## src/rtl/core/brp_pkg.sv

```systemverilog
// shared constants and controller/datapath types for the bitmap tile rotator
package brp_pkg;

  localparam int TILE_SIZE      = 44;
  localparam int COEF_FRAC_BITS = 14;

  localparam int COORD_W   = 6;
  localparam int COEF_W    = 16;
  localparam int DEPTH     = TILE_SIZE * TILE_SIZE;
  localparam int ADDR_W    = $clog2(DEPTH);
  localparam int OFF_W     = COORD_W + 2;
  localparam int PROD_W    = COEF_W + OFF_W;
  localparam int ACC_W     = ((PROD_W > COEF_FRAC_BITS + 8) ? PROD_W : COEF_FRAC_BITS + 8) + 2;
  localparam int SHIFT     = COEF_FRAC_BITS + 1;
  localparam int CFG_IDX_W = 2;

  localparam logic signed [ACC_W-1:0] BIAS = ACC_W'(TILE_SIZE + 1) << COEF_FRAC_BITS;

  localparam logic signed [COEF_W-1:0] COS_RESET = 16'sd15391;
  localparam logic signed [COEF_W-1:0] SIN_RESET = -16'sd5618;

  localparam logic [CFG_IDX_W-1:0] REG_COS   = 2'd0;
  localparam logic [CFG_IDX_W-1:0] REG_SIN   = 2'd1;
  localparam logic [CFG_IDX_W-1:0] REG_PRUNE = 2'd2;

  localparam logic KIND_WRITE = 1'b0;
  localparam logic KIND_QUERY = 1'b1;

  localparam int NUM_SAMPLES = 5;
  localparam int SIDX_W      = 3;
  localparam logic [SIDX_W-1:0] SAMP_CENTRE = 3'd0;
  localparam logic [SIDX_W-1:0] SAMP_LEFT   = 3'd1;
  localparam logic [SIDX_W-1:0] SAMP_RIGHT  = 3'd2;
  localparam logic [SIDX_W-1:0] SAMP_UP     = 3'd3;
  localparam logic [SIDX_W-1:0] SAMP_DOWN   = 3'd4;

  typedef struct packed {
    logic              clear;
    logic              load;
    logic              mul_a;
    logic              mul_b;
    logic              sample;
    logic [SIDX_W-1:0] sample_idx;
    logic              push;
  } brp_cmd_t;

  typedef struct packed {
    logic clear_last;
    logic out_free;
  } brp_status_t;

endpackage

```

## src/rtl/core/brp_if.sv

```systemverilog
// valid/ready channels: pixel items in, result pixels out, register writes
interface brp_item_if import brp_pkg::*; ();
  logic               valid;
  logic               ready;
  logic               kind;
  logic [COORD_W-1:0] x_coord;
  logic [COORD_W-1:0] y_coord;
  logic               src_black;

  modport source(output valid, kind, x_coord, y_coord, src_black, input ready);
  modport sink(input valid, kind, x_coord, y_coord, src_black, output ready);
endinterface

interface brp_pixel_if ();
  logic valid;
  logic ready;
  logic pixel_black;

  modport source(output valid, pixel_black, input ready);
  modport sink(input valid, pixel_black, output ready);
endinterface

interface brp_cfg_if import brp_pkg::*; ();
  logic                 valid;
  logic                 ready;
  logic [CFG_IDX_W-1:0] index;
  logic [COEF_W-1:0]    data;

  modport source(output valid, index, data, input ready);
  modport sink(input valid, index, data, output ready);
endinterface

```

## src/rtl/core/brp_ctrl.sv

```systemverilog
// sequencer: clear sweep, item intake, multiply steps, five samples, result push
module brp_ctrl import brp_pkg::*; (
  input  logic        clk,
  input  logic        rst,
  input  logic        in_valid,
  input  logic        in_kind,
  output logic        in_ready,
  input  brp_status_t status,
  output brp_cmd_t    cmd
);

  localparam logic [2:0] S_CLEAR  = 3'd0;
  localparam logic [2:0] S_IDLE   = 3'd1;
  localparam logic [2:0] S_MUL_A  = 3'd2;
  localparam logic [2:0] S_MUL_B  = 3'd3;
  localparam logic [2:0] S_SAMPLE = 3'd4;
  localparam logic [2:0] S_DRAIN  = 3'd5;
  localparam logic [2:0] S_DONE   = 3'd6;

  logic [2:0]        state, state_next;
  logic [SIDX_W-1:0] samp_cnt, samp_cnt_next;

  always_comb begin
    state_next    = state;
    samp_cnt_next = samp_cnt;
    cmd           = '0;
    in_ready      = 1'b0;
    case (state)
      S_CLEAR: begin
        cmd.clear = 1'b1;
        if (status.clear_last) begin
          state_next = S_IDLE;
        end
      end
      S_IDLE: begin
        in_ready = 1'b1;
        if (in_valid) begin
          cmd.load = 1'b1;
          if (in_kind == KIND_QUERY) begin
            state_next = S_MUL_A;
          end
        end
      end
      S_MUL_A: begin
        cmd.mul_a  = 1'b1;
        state_next = S_MUL_B;
      end
      S_MUL_B: begin
        cmd.mul_b     = 1'b1;
        samp_cnt_next = SAMP_CENTRE;
        state_next    = S_SAMPLE;
      end
      S_SAMPLE: begin
        cmd.sample     = 1'b1;
        cmd.sample_idx = samp_cnt;
        samp_cnt_next  = samp_cnt + 1'b1;
        if (samp_cnt == SIDX_W'(NUM_SAMPLES - 1)) begin
          state_next = S_DRAIN;
        end
      end
      S_DRAIN: begin
        // last read word folds in on this edge
        state_next = S_DONE;
      end
      S_DONE: begin
        if (status.out_free) begin
          cmd.push   = 1'b1;
          state_next = S_IDLE;
        end
      end
      default: begin
        state_next = S_IDLE;
      end
    endcase
  end

  always_ff @(posedge clk) begin
    if (rst) begin
      state    <= S_CLEAR;
      samp_cnt <= '0;
    end else begin
      state    <= state_next;
      samp_cnt <= samp_cnt_next;
    end
  end

  a_query_starts: assert property (@(posedge clk) disable iff (rst)
    (in_valid && in_ready && in_kind == KIND_QUERY) |=> state == S_MUL_A)
    else $error("query accepted without starting the multiply step");

  a_sample_range: assert property (@(posedge clk) disable iff (rst)
    (state == S_SAMPLE) |-> samp_cnt < SIDX_W'(NUM_SAMPLES))
    else $error("sample counter ran past the last neighbour");

  a_push_free: assert property (@(posedge clk) disable iff (rst)
    cmd.push |-> status.out_free)
    else $error("result pushed over an untaken word");

endmodule

```

## src/rtl/core/brp_datapath.sv

```systemverilog
// config registers, bit memory, rotation arithmetic, sample fold and result register
module brp_datapath import brp_pkg::*; (
  input  logic                 clk,
  input  logic                 rst,
  input  brp_cmd_t             cmd,
  output brp_status_t          status,
  input  logic                 in_kind,
  input  logic [COORD_W-1:0]   in_x,
  input  logic [COORD_W-1:0]   in_y,
  input  logic                 in_src,
  input  logic                 cfg_we,
  input  logic [CFG_IDX_W-1:0] cfg_index,
  input  logic [COEF_W-1:0]    cfg_data,
  input  logic                 out_ready,
  output logic                 out_valid,
  output logic                 out_pixel
);

  logic signed [COEF_W-1:0] cos_r, sin_r;
  logic                     prune_r;

  logic [COORD_W-1:0]       x_r, y_r;
  logic                     in_tile_r;
  logic signed [OFF_W-1:0]  ox2, oy2;
  logic signed [PROD_W-1:0] mul_xc, mul_xs, mul_yc, mul_ys;
  logic signed [PROD_W-1:0] pxc, pxs;
  logic signed [ACC_W-1:0]  ax_base, ay_base;
  logic signed [ACC_W-1:0]  c2, s2, dx, dy, sax, say, hx, hy;
  logic                     samp_use, ok_x, ok_y, samp_ok;
  logic [COORD_W-1:0]       cx, cy;
  logic [ADDR_W-1:0]        samp_addr;

  logic                     mem [DEPTH];
  logic                     rd_data, rd_pend, rd_ok;
  logic [SIDX_W-1:0]        rd_idx;
  logic                     centre_r, any_r;

  logic [ADDR_W-1:0]        clr_addr;
  logic                     in_fits, mem_we, mem_wdata;
  logic [ADDR_W-1:0]        mem_waddr, in_addr;

  // register writes
  always_ff @(posedge clk) begin
    if (rst) begin
      cos_r   <= COS_RESET;
      sin_r   <= SIN_RESET;
      prune_r <= 1'b1;
    end else if (cfg_we) begin
      case (cfg_index)
        REG_COS:   cos_r   <= cfg_data;
        REG_SIN:   sin_r   <= cfg_data;
        REG_PRUNE: prune_r <= cfg_data[0];
        default:   ;
      endcase
    end
  end

  assign in_fits = ({1'b0, in_x} < (COORD_W + 1)'(TILE_SIZE)) &&
                   ({1'b0, in_y} < (COORD_W + 1)'(TILE_SIZE));
  assign in_addr = ADDR_W'(in_y) * ADDR_W'(TILE_SIZE) + ADDR_W'(in_x);

  always_ff @(posedge clk) begin
    if (cmd.load) begin
      x_r       <= in_x;
      y_r       <= in_y;
      in_tile_r <= in_fits;
    end
  end

  // half-pixel offsets from the centre
  assign ox2 = $signed({1'b0, x_r, 1'b0}) - OFF_W'(TILE_SIZE);
  assign oy2 = $signed({1'b0, y_r, 1'b0}) - OFF_W'(TILE_SIZE);

  assign mul_xc = ox2 * cos_r;
  assign mul_xs = ox2 * sin_r;
  assign mul_yc = oy2 * cos_r;
  assign mul_ys = oy2 * sin_r;

  always_ff @(posedge clk) begin
    if (cmd.mul_a) begin
      pxc <= mul_xc;
      pxs <= mul_xs;
    end
    if (cmd.mul_b) begin
      ax_base <= ACC_W'(pxc) + ACC_W'(mul_ys) + BIAS;
      ay_base <= ACC_W'(mul_yc) - ACC_W'(pxs) + BIAS;
    end
  end

  // a neighbour moves the half-pixel offset by two
  assign c2 = ACC_W'(cos_r) + ACC_W'(cos_r);
  assign s2 = ACC_W'(sin_r) + ACC_W'(sin_r);

  always_comb begin
    case (cmd.sample_idx)
      SAMP_CENTRE: begin
        dx = '0;  dy = '0;  samp_use = in_tile_r;
      end
      SAMP_LEFT: begin
        dx = -c2; dy = s2;  samp_use = (x_r != '0);
      end
      SAMP_RIGHT: begin
        dx = c2;  dy = -s2; samp_use = (x_r != COORD_W'(TILE_SIZE - 1));
      end
      SAMP_UP: begin
        dx = -s2; dy = -c2; samp_use = (y_r != '0);
      end
      SAMP_DOWN: begin
        dx = s2;  dy = c2;  samp_use = (y_r != COORD_W'(TILE_SIZE - 1));
      end
      default: begin
        dx = '0;  dy = '0;  samp_use = 1'b0;
      end
    endcase
  end

  // truncate toward zero; anything in (-1,0) lands on coordinate zero
  always_comb begin
    sax  = ax_base + dx;
    say  = ay_base + dy;
    hx   = sax >>> SHIFT;
    hy   = say >>> SHIFT;
    ok_x = sax[ACC_W-1] ? (hx == '1 && sax[SHIFT-1:0] != '0)
                        : (hx < ACC_W'(TILE_SIZE));
    ok_y = say[ACC_W-1] ? (hy == '1 && say[SHIFT-1:0] != '0)
                        : (hy < ACC_W'(TILE_SIZE));
    cx   = sax[ACC_W-1] ? '0 : hx[COORD_W-1:0];
    cy   = say[ACC_W-1] ? '0 : hy[COORD_W-1:0];
    samp_ok   = samp_use && ok_x && ok_y;
    samp_addr = ADDR_W'(cy) * ADDR_W'(TILE_SIZE) + ADDR_W'(cx);
  end

  // bit memory: clear sweep after reset, then pixel loads
  assign mem_we    = cmd.clear || (cmd.load && in_kind == KIND_WRITE && in_fits);
  assign mem_waddr = cmd.clear ? clr_addr : in_addr;
  assign mem_wdata = cmd.clear ? 1'b0 : in_src;

  always_ff @(posedge clk) begin
    if (mem_we) begin
      mem[mem_waddr] <= mem_wdata;
    end
    if (cmd.sample) begin
      rd_data <= mem[samp_addr];
    end
  end

  always_ff @(posedge clk) begin
    if (rst) begin
      clr_addr <= '0;
    end else if (cmd.clear) begin
      clr_addr <= clr_addr + 1'b1;
    end
  end

  assign status.clear_last = (clr_addr == ADDR_W'(DEPTH - 1));

  always_ff @(posedge clk) begin
    if (rst) begin
      rd_pend <= 1'b0;
    end else begin
      rd_pend <= cmd.sample;
    end
  end

  always_ff @(posedge clk) begin
    if (cmd.sample) begin
      rd_ok  <= samp_ok;
      rd_idx <= cmd.sample_idx;
    end
  end

  always_ff @(posedge clk) begin
    if (cmd.mul_a) begin
      centre_r <= 1'b0;
      any_r    <= 1'b0;
    end else if (rd_pend) begin
      if (rd_idx == SAMP_CENTRE) begin
        centre_r <= rd_ok && rd_data;
      end else begin
        any_r <= any_r || (rd_ok && rd_data);
      end
    end
  end

  // result word register
  always_ff @(posedge clk) begin
    if (rst) begin
      out_valid <= 1'b0;
    end else if (cmd.push) begin
      out_valid <= 1'b1;
    end else if (out_ready) begin
      out_valid <= 1'b0;
    end
  end

  always_ff @(posedge clk) begin
    if (cmd.push) begin
      out_pixel <= in_tile_r && centre_r && (!prune_r || any_r);
    end
  end

  assign status.out_free = !out_valid || out_ready;

  a_addr_range: assert property (@(posedge clk) disable iff (rst)
    (cmd.sample && samp_ok) |-> samp_addr < ADDR_W'(DEPTH))
    else $error("in-tile sample mapped outside the bit memory");

  a_clear_no_load: assert property (@(posedge clk) disable iff (rst)
    cmd.clear |-> !cmd.load)
    else $error("pixel load during the clear sweep");

endmodule

```

## src/rtl/core/bitmap_tile_rotate_and_prune.sv

```systemverilog
// top level: nearest-neighbour rotation of a one-bit tile with isolated-pixel pruning
//
//   channel   dir   payload                                  handshake
//   items     in    kind, x_coord, y_coord, src_black        valid/ready
//   results   out   pixel_black                              valid/ready
//   cfg       in    index (cos, sin, prune), data            valid/ready
//
// a load word leaves the block ready for the next word; after a query is accepted
// the next word is taken only after two multiply steps, five samples (centre and four
// neighbours) read one per cycle from the single read port of the bit memory,
// a drain state, the result push and the return to the idle state.
// after reset the tile is cleared one pixel per cycle, all 1936 pixels, while items
// are held off; cfg is always ready. the result register lets a new word in
// while the last result waits; the push stalls while that result is untaken.
module bitmap_tile_rotate_and_prune import brp_pkg::*; (
  input  logic       clk,
  input  logic       rst,
  brp_item_if.sink   items,
  brp_cfg_if.sink    cfg,
  brp_pixel_if.source results
);

  brp_cmd_t    cmd;
  brp_status_t status;

  assign cfg.ready = 1'b1;

  brp_ctrl u_ctrl (
    .clk      (clk),
    .rst      (rst),
    .in_valid (items.valid),
    .in_kind  (items.kind),
    .in_ready (items.ready),
    .status   (status),
    .cmd      (cmd)
  );

  brp_datapath u_datapath (
    .clk       (clk),
    .rst       (rst),
    .cmd       (cmd),
    .status    (status),
    .in_kind   (items.kind),
    .in_x      (items.x_coord),
    .in_y      (items.y_coord),
    .in_src    (items.src_black),
    .cfg_we    (cfg.valid),
    .cfg_index (cfg.index),
    .cfg_data  (cfg.data),
    .out_ready (results.ready),
    .out_valid (results.valid),
    .out_pixel (results.pixel_black)
  );

endmodule

```

## src/flat_wrapper.sv

```systemverilog
// flat-port wrapper written by rule: the top's interface ports become plain ports
module bitmap_tile_rotate_and_prune_flat import brp_pkg::*;
  (clk, rst, items_valid, items_kind, items_x_coord, items_y_coord, items_src_black, items_ready, cfg_valid, cfg_index, cfg_data, cfg_ready, results_valid, results_pixel_black, results_ready);
  brp_item_if items_i ();
  brp_cfg_if cfg_i ();
  brp_pixel_if results_i ();
  input  logic clk;
  input  logic rst;
  input wire logic [$bits(items_i.valid)-1:0] items_valid;
  input wire logic [$bits(items_i.kind)-1:0] items_kind;
  input wire logic [$bits(items_i.x_coord)-1:0] items_x_coord;
  input wire logic [$bits(items_i.y_coord)-1:0] items_y_coord;
  input wire logic [$bits(items_i.src_black)-1:0] items_src_black;
  output wire logic [$bits(items_i.ready)-1:0] items_ready;
  input wire logic [$bits(cfg_i.valid)-1:0] cfg_valid;
  input wire logic [$bits(cfg_i.index)-1:0] cfg_index;
  input wire logic [$bits(cfg_i.data)-1:0] cfg_data;
  output wire logic [$bits(cfg_i.ready)-1:0] cfg_ready;
  output wire logic [$bits(results_i.valid)-1:0] results_valid;
  output wire logic [$bits(results_i.pixel_black)-1:0] results_pixel_black;
  input wire logic [$bits(results_i.ready)-1:0] results_ready;
  assign items_i.valid = items_valid;
  assign items_i.kind = items_kind;
  assign items_i.x_coord = items_x_coord;
  assign items_i.y_coord = items_y_coord;
  assign items_i.src_black = items_src_black;
  assign items_ready = items_i.ready;
  assign cfg_i.valid = cfg_valid;
  assign cfg_i.index = cfg_index;
  assign cfg_i.data = cfg_data;
  assign cfg_ready = cfg_i.ready;
  assign results_valid = results_i.valid;
  assign results_pixel_black = results_i.pixel_black;
  assign results_i.ready = results_ready;
  bitmap_tile_rotate_and_prune u_core (.clk(clk), .rst(rst), .items(items_i), .cfg(cfg_i), .results(results_i));
endmodule
```

## config.mk

```make
export PLATFORM = sky130hd
export DESIGN_NAME = bitmap_tile_rotate_and_prune_flat
export DESIGN_NICKNAME = d
export VERILOG_FILES = /design/src/rtl/core/brp_pkg.sv /design/src/rtl/core/brp_if.sv /design/src/rtl/core/brp_ctrl.sv /design/src/rtl/core/brp_datapath.sv /design/src/rtl/core/bitmap_tile_rotate_and_prune.sv /design/src/flat_wrapper.sv
export SDC_FILE = /design/constraint.sdc
export NUM_CORES = 2
export LEC_CHECK = 0
export BUFFER_PORTS_ARGS = -buffer_cell sky130_fd_sc_hd__buf_2
export CAP_MARGIN = 20
export CORE_MARGIN = 2
export CORE_UTILIZATION = 49
export DETAILED_ROUTE_END_ITERATION = 10
export GPL_TIMING_DRIVEN = 1
export PLACE_DENSITY_LB_ADDON = 0.08
export SETUP_SLACK_MARGIN = 0.05
export SLEW_MARGIN = 20
export SYNTH_ARGS = -nofsm -noshare
export SYNTH_HDL_FRONTEND = slang
export SYNTH_SLANG_ARGS = --single-unit
```

## constraint.sdc

```tcl
create_clock -name clk -period 41.8 [get_ports clk]
set_input_delay 0 -clock clk [delete_from_list [all_inputs] [get_ports clk]]
set_output_delay 0 -clock clk [all_outputs]
set_load 0.01 [all_outputs]
```

Word level (Yosys, flattened, before mapping)
Memory sizes are Yosys's and may differ from the RTL's. A register that Yosys moved wholly into a read port is not among the register bits.
Index checks and enable logic that the tools add are counted.
- ROM bits: 0
- logic and storage cells: 133
- bits in latches: 0
- memories kept: 1
- output and inout bits: 4
- input bits: 37
- register bits: 172
- memory bits (writable): 1936
- $add $sub $neg: 16
- div/mod/pow operators: 0
- reduce and logical (&&, ||, !) cells: 32
- shift-type cells: 0
- bitwise logic cells: 2
- order comparisons: 4
- eq/ne operators: 23
- multiply operators: 6
- mux-type cells: 29
- memory list (name ; depth ; bits a word ; rd ports ; clocked after Yosys merged registers in ; write ports ; RTL line ; RTL):
    u_core.u_datapath.mem ; 1936 ; 1 ; 1 ; 1 ; 1 ; brp_datapath.sv:33 ; logic mem [DEPTH];
- operators with widths (cell ; count):
    case mux 26 bit (4 select lines) ; 2
    multiplier 8 x 16 -> 24 bit ; 4
    adder 25 x 21 -> 26 bit (second input constant) ; 2
    adder 26 bit ; 2
    equality test 26 bit (second input constant) ; 2
    negation 17 -> 26 bit ; 2
    adder 16 x 16 -> 17 bit ; 2
    nonzero test 15 bit ; 2
    adder 24 x 24 -> 25 bit ; 1
    subtractor 24 x 24 -> 25 bit ; 1
    adder 11 x 6 -> 11 bit ; 2
    < comparator 11 x 7 -> 1 bit (second input constant) ; 2
    case mux 3 bit (7 select lines) ; 1
    multiplier 6 x 4 -> 9 bit (second input constant) ; 2
    subtractor 7 x 6 -> 8 bit (second input constant) ; 2
    equality test 3 bit (second input constant) ; 5
    two-way mux 1 bit ; 15
    two-way mux 3 bit ; 5
    equality test 3 x 2 -> 1 bit (second input constant) ; 4
    < comparator 6 bit (second input constant) ; 2
    two-way mux 6 bit ; 2
    inequality test 6 bit (second input constant) ; 2
    nonzero test 6 bit ; 2
    adder 11 x 1 -> 11 bit (second input constant) ; 1
    other kinds (20) ; 45

Longest topological paths before layout
- word-level depth: 10
- mapped depth: 42
- mapped depth without buffers: 39

Modules after synthesis
Synthesis repeated with hierarchy kept, for this count alone.
- cells, all modules: 10690
- area total of the unflattened synthesis: 114342.2 um^2
- by module, submodules not included (module ; cells each ; times used ; area each (um^2) ; sequential area each (um^2)):
    brp_datapath ; 10639 ; 1 ; 113920.5 ; 62550.0
    brp_ctrl ; 49 ; 1 ; 410.4 ; 120.1
    bitmap_tile_rotate_and_prune ; 2 ; 1 ; 11.3 ; 0.0

Worst setup path before layout
OpenSTA, ideal clock, no wires.
- kind: reg-to-reg
- start: register u_core.u_ctrl.state[2]
- end: memory u_core.u_datapath.mem[0] (data pin)
- arrival time: 25155 ps
- library setup time: 5236 ps
- required time: 36564 ps
- clock period less this slack: 30391 ps
- path buffers: 3
- cell stages (with the launch flop): 6
- path slack: 11409 ps
- cells stage by stage: dfxtp_1 > buf_4 > or3_1 > clkbuf_1 > clkbuf_1 > and2_1
- word-level cells in the longest chain between the ends: 3
- ends and longest elaborated chain (item ; RTL line ; RTL):
    start, declared ; brp_ctrl.sv:20 ; logic [2:0] state, state_next;
    start signal, assigned ; brp_ctrl.sv:82 ; state <= state_next;
    zero test 3 bit ; brp_ctrl.sv:28 ; case (state)
    two-way mux 1 bit ; brp_ctrl.sv:28 ;
    two-way mux 1 bit ; brp_datapath.sv:136 ; assign mem_wdata = cmd.clear ? 1'b0 : in_src;
    named net u_core.u_datapath.mem_wdata ; brp_datapath.sv:39 ; logic in_fits, mem_we, mem_wdata;
    end, declared ; brp_datapath.sv:33 ;
The timed path passes the listed nets, and every way through them passes these cells.

Final worst setup path
- start: register u_core.u_datapath.sin_r[2]
- end: register u_core.u_datapath.rd_data, read port of u_core.u_datapath.mem (data pin)
- word-level cells in the longest chain between the ends: 7
- elaborated cells on any way between the ends: 10
- classes of those cells: add/sub (5); mul (1); mux (4)
- ends and longest elaborated chain (item ; RTL line ; RTL):
    start, declared ; brp_datapath.sv:19 ; logic signed [COEF_W-1:0] cos_r, sin_r;
    start signal, assigned ; brp_datapath.sv:51 ; REG_SIN: sin_r <= cfg_data;
    adder 16 x 16 -> 17 bit (*) ; brp_datapath.sv:92 ; assign s2 = ACC_W'(sin_r) + ACC_W'(sin_r);
    negation 17 -> 26 bit ; brp_datapath.sv:103, brp_datapath.sv:106 ;
    case mux 26 bit (4 select lines) ; brp_datapath.sv:95 ; case (cmd.sample_idx)
    adder 26 bit ; brp_datapath.sv:120 ; say = ay_base + dy;
    two-way mux 6 bit ; brp_datapath.sv:128 ; cy = say[ACC_W-1] ? '0 : hy[COORD_W-1:0];
    multiplier 6 x 4 -> 9 bit ; brp_datapath.sv:130 ; samp_addr = ADDR_W'(cy) * ADDR_W'(TILE_SIZE) + ADDR_W'(cx);
    adder 11 x 6 -> 11 bit (*) ; brp_datapath.sv:130 ;
    end, declared ; brp_datapath.sv:34 ; logic rd_data, rd_pend, rd_ok;
Mark *: on every way between the ends. The rest lies on a longest branch, timed or not.
A chain may end at the register's enable or synchronous reset.

==> flow_metrics.py <==
metrics = {
    "grt": {
        "grt_pass1_wl_mm": 600.5,
        "grt_pass1_vias": 83360,
        "grt_start_max_net_pins": 209,
        "gr-total-overflow": 0,
        "grt_antenna_before_repair": 12,
        "grtUsageTotal": 0.3528,
    },
    "power_and_ir_drop": {
        "p_per_area_nw_per_um2": 37.82,
        "finalPower_uw": 4744,
        "vdd_drop_max_uv": 40.64,
        "p_leak_uw": 0.04692,
    },
    "clocking": {
        "numCtsBuffers": 222,
        "clk_latency_ps": 910,
        "cts_tree": "yes",
        "clockBufferDepth": 3,
        "clkSlewWorstSetupHoldPaths_ps": 60,
        "root_buffer": "clkbuf_16",
        "post-cts-setup-buffers": 0,
        "htree_levels": 4,
        "cts.sinks": 2105,
    },
    "floorplan": {
        "die-area_sq_um": 236800,
        "rows": 177,
        "core-area_sq_um": 232100,
        "die_x_microns": 486.7,
        "io_pins": 41,
        "die_y_microns": 486.7,
        "initial_core_util": 0.4918,
    },
    "sta": {
        "slew_headroom": 0.1589,
        "finalHoldViolations": 0,
        "worstMarginPinSlew_ps": 1260,
        "finalCritPeriodShare": 0.2758,
        "slew_viol_final": 0,
        "fin_tns_setup_ps": 0,
        "skew_ps": 64.15,
        "rsz0062_at_grt": "false",
        "layout_setup_ws_ps": 30270,
        "setup_violations": 0,
        "clock.fmax_mhz": 86.73,
        "min_period_ps": 11530,
    },
    "setup_path": {
        "critPathMaxStageDelay_ps": 1080,
        "arrival_ps": 12200,
        "start_kind": "flop",
        "slowest_stage": "fa_4",
        "critPathKind": "flop to flop",
        "path_common_cell": "or3_1",
        "required_ps": 42470,
        "crit_buf_inv": 3,
        "cp_top_family": "simple AND/OR/NAND/NOR gates",
        "cp_max_fo": 45,
        "endpoint_kind": "flop",
    },
    "route": {
        "viasPerCell": 6.422,
        "first_pass_iters": 6,
        "vias": 85950,
        "wl_met2_mm": 193.9,
        "ant_nets": 0,
        "routedWlPerCell_microns": 31.61,
        "highest_layer": "met5",
        "wl_met1_mm": 160.5,
        "drcViolationCount": 0,
        "totalWireLength_mm": 423.1,
        "wl_met3_mm": 44.02,
        "drt-initial-drc-count": 11400,
    },
    "job": {
        "cap_viol_max_count": 0,
    },
    "cells_and_area": {
        "utilization": 0.5404,
        "finalNonFillerCells": 13380,
        "drive_above_1_share": 0.08682,
        "syn_to_final_growth_pct": 9.884,
        "nets": 10910,
    },
    "synth": {
        "synth_area_leader_cell": "edfxtp_1",
        "syn-num-nets": 11170,
        "synth-async-reset-ratio": 0,
        "synthCells": 10400,
        "ys_warn_count": 0,
        "synth_top_area_frac": 0.5395,
        "ys_seq_area_frac": 0.5490,
        "synth_edf_count": 2051,
        "synth_area_leaders": "edfxtp_1 54%, nor2_1 7.3%, fa_1 7.1%, nand2_1 3.8%, ha_1 3.6%",
        "ys_types": 106,
        "synth_area_sq_um": 114200,
        "synth.avg_cell_area_sq_um": 10.98,
        "synth-seq-cells": 2105,
        "synth_top_flop_cell": "edfxtp_1",
    },
    "min_path": {
        "min_path_type": "input port to flop",
    },
    "outcome": {
        "status": "finished, final reports clean",
    },
    "placement": {
        "gp_congestion": 0.9142,
        "dp_cells": 12870,
        "post-place-ws_ps": 30580,
        "hpwlAfterDp_mm": 242.6,
        "port_buffers": 39,
    },
}
## what timing repair did
action                    in CTS  in global routing
hold endpoints to repair      97                  0
resized for setup              0                  0
hold buffers                  83                  0
## worst paths after layout
path                                            startpoint  slack, ps                           to  cells past startpoint
worst min-delay path                         results_ready         80  u_core.u_datapath.out_valid                      4
worst max register to register  u_core.u_datapath.sin_r[2]      30270    u_core.u_datapath.rd_data                     30
worst max-delay path            u_core.u_datapath.sin_r[2]      30270    u_core.u_datapath.rd_data                     30
worst min register to register  u_core.u_datapath.centre_r        510   u_core.u_datapath.centre_r                      2
## placed cells by master, fill, tap and decap left out, drive strengths merged, types with 146 or more instances in the layout
master,instances
a21oi,220
and2,215
buf,274
clkbuf,263
edfxtp,2051
fa,404
ha,330
inv,489
mux2i,223
nand2,1168
nand3,249
nor2,2222
o21ai,169
xnor2,146
## tightest hold or removal path, stage by stage
cell	delay, ps
dlygate4sd3_1	510
buf_2	120
nand2b_1	210
a21oi_1	90
## cells in the mapped netlist (39+ instances only)
master and count:
a21oi_1 218, a211oi_1 80, and3_1 89, nand3_1 248
nor2_1 2221, mux2_2 41, mux4_2 55, a31oi_1 116
fa_1 404, a21o_1 48, ha_1 330, xor2_1 47
xnor2_1 144, o21bai_1 40, and2_1 215, o21ai_0 159
nor3_1 110, clkbuf_1 672, mux2i_1 223, a32oi_1 63
edfxtp_1 2051, inv_1 479, nand2_1 1167, nor2b_1 79
buf_2 90, dfxtp_1 54, o22ai_1 73, o221ai_1 51
a311oi_1 39, nand2b_1 58, nand4_1 44, or3_1 69
## area by class of cell
type                    instances  area (sq um)
inverters                     481          1810
clock buffers                 262          5747
well taps                    3043          3807
fillers                     20260        106700
diodes                          9         22.52
flip-flops and latches       2105         62670
multi-input cells            6970         46970
repair buffers                359          3043
clock inverters               155          1359
## per-layer routing
metal / vias up / track usage
li1: 35820 / -
met5: - / 0
met3: 1164 / 0.07574
met4: 10 / 0.1800
met1: 43880 / 0.4606
met2: 5074 / 0.5565
## state kept, by name, summed over array words and instances, names as in the netlist
signal	cells
u_core.u_datapath.pxc	23
u_core.u_datapath.prune_r	1
u_core.u_ctrl.samp_cnt	3
u_core.u_datapath.rd_pend	1
u_core.u_datapath.x_r	6
u_core.u_datapath.sin_r	16
u_core.u_datapath.cos_r	16
u_core.u_datapath.ay_base	25
u_core.u_datapath.clr_addr	11
u_core.u_datapath.y_r	6
u_core.u_datapath.rd_ok	1
u_core.u_datapath.ax_base	25
u_core.u_datapath.in_tile_r	1
u_core.u_datapath.centre_r	1
u_core.u_datapath.rd_data	1
u_core.u_datapath.out_pixel	1
u_core.u_datapath.any_r	1
u_core.u_datapath.out_valid	1
u_core.u_datapath.pxs	23
u_core.u_datapath.rd_idx	3
u_core.u_ctrl.state	3
u_core.u_datapath.mem	1936
## kinds of logic after synthesis
logic type	share of synthesized area
other cells	0.00003285
simple gates	0.1666
compound gates	0.08016
mux	0.03468
fa+ha+maj	0.1070
flops	0.5490
buf+inv	0.04750
xor+xnor	0.01504
## where the power goes
group	total [uW]	internal, uW	switching, uW
Combinational	457	185	272
Clock	1980	1080	895
Sequential	2310	2310	2.77
## per-stage QoR
stage               instance area [sq um]  hold WS (ps)
floorplan                          114200         98.87
global placement                   117100         232.3
detailed placement                 117300         239.7
CTS                                125200         13.81
global route                       125400         128.7
finish                             125400         75.65
Note: power is estimated with default switching activity, not from simulation.
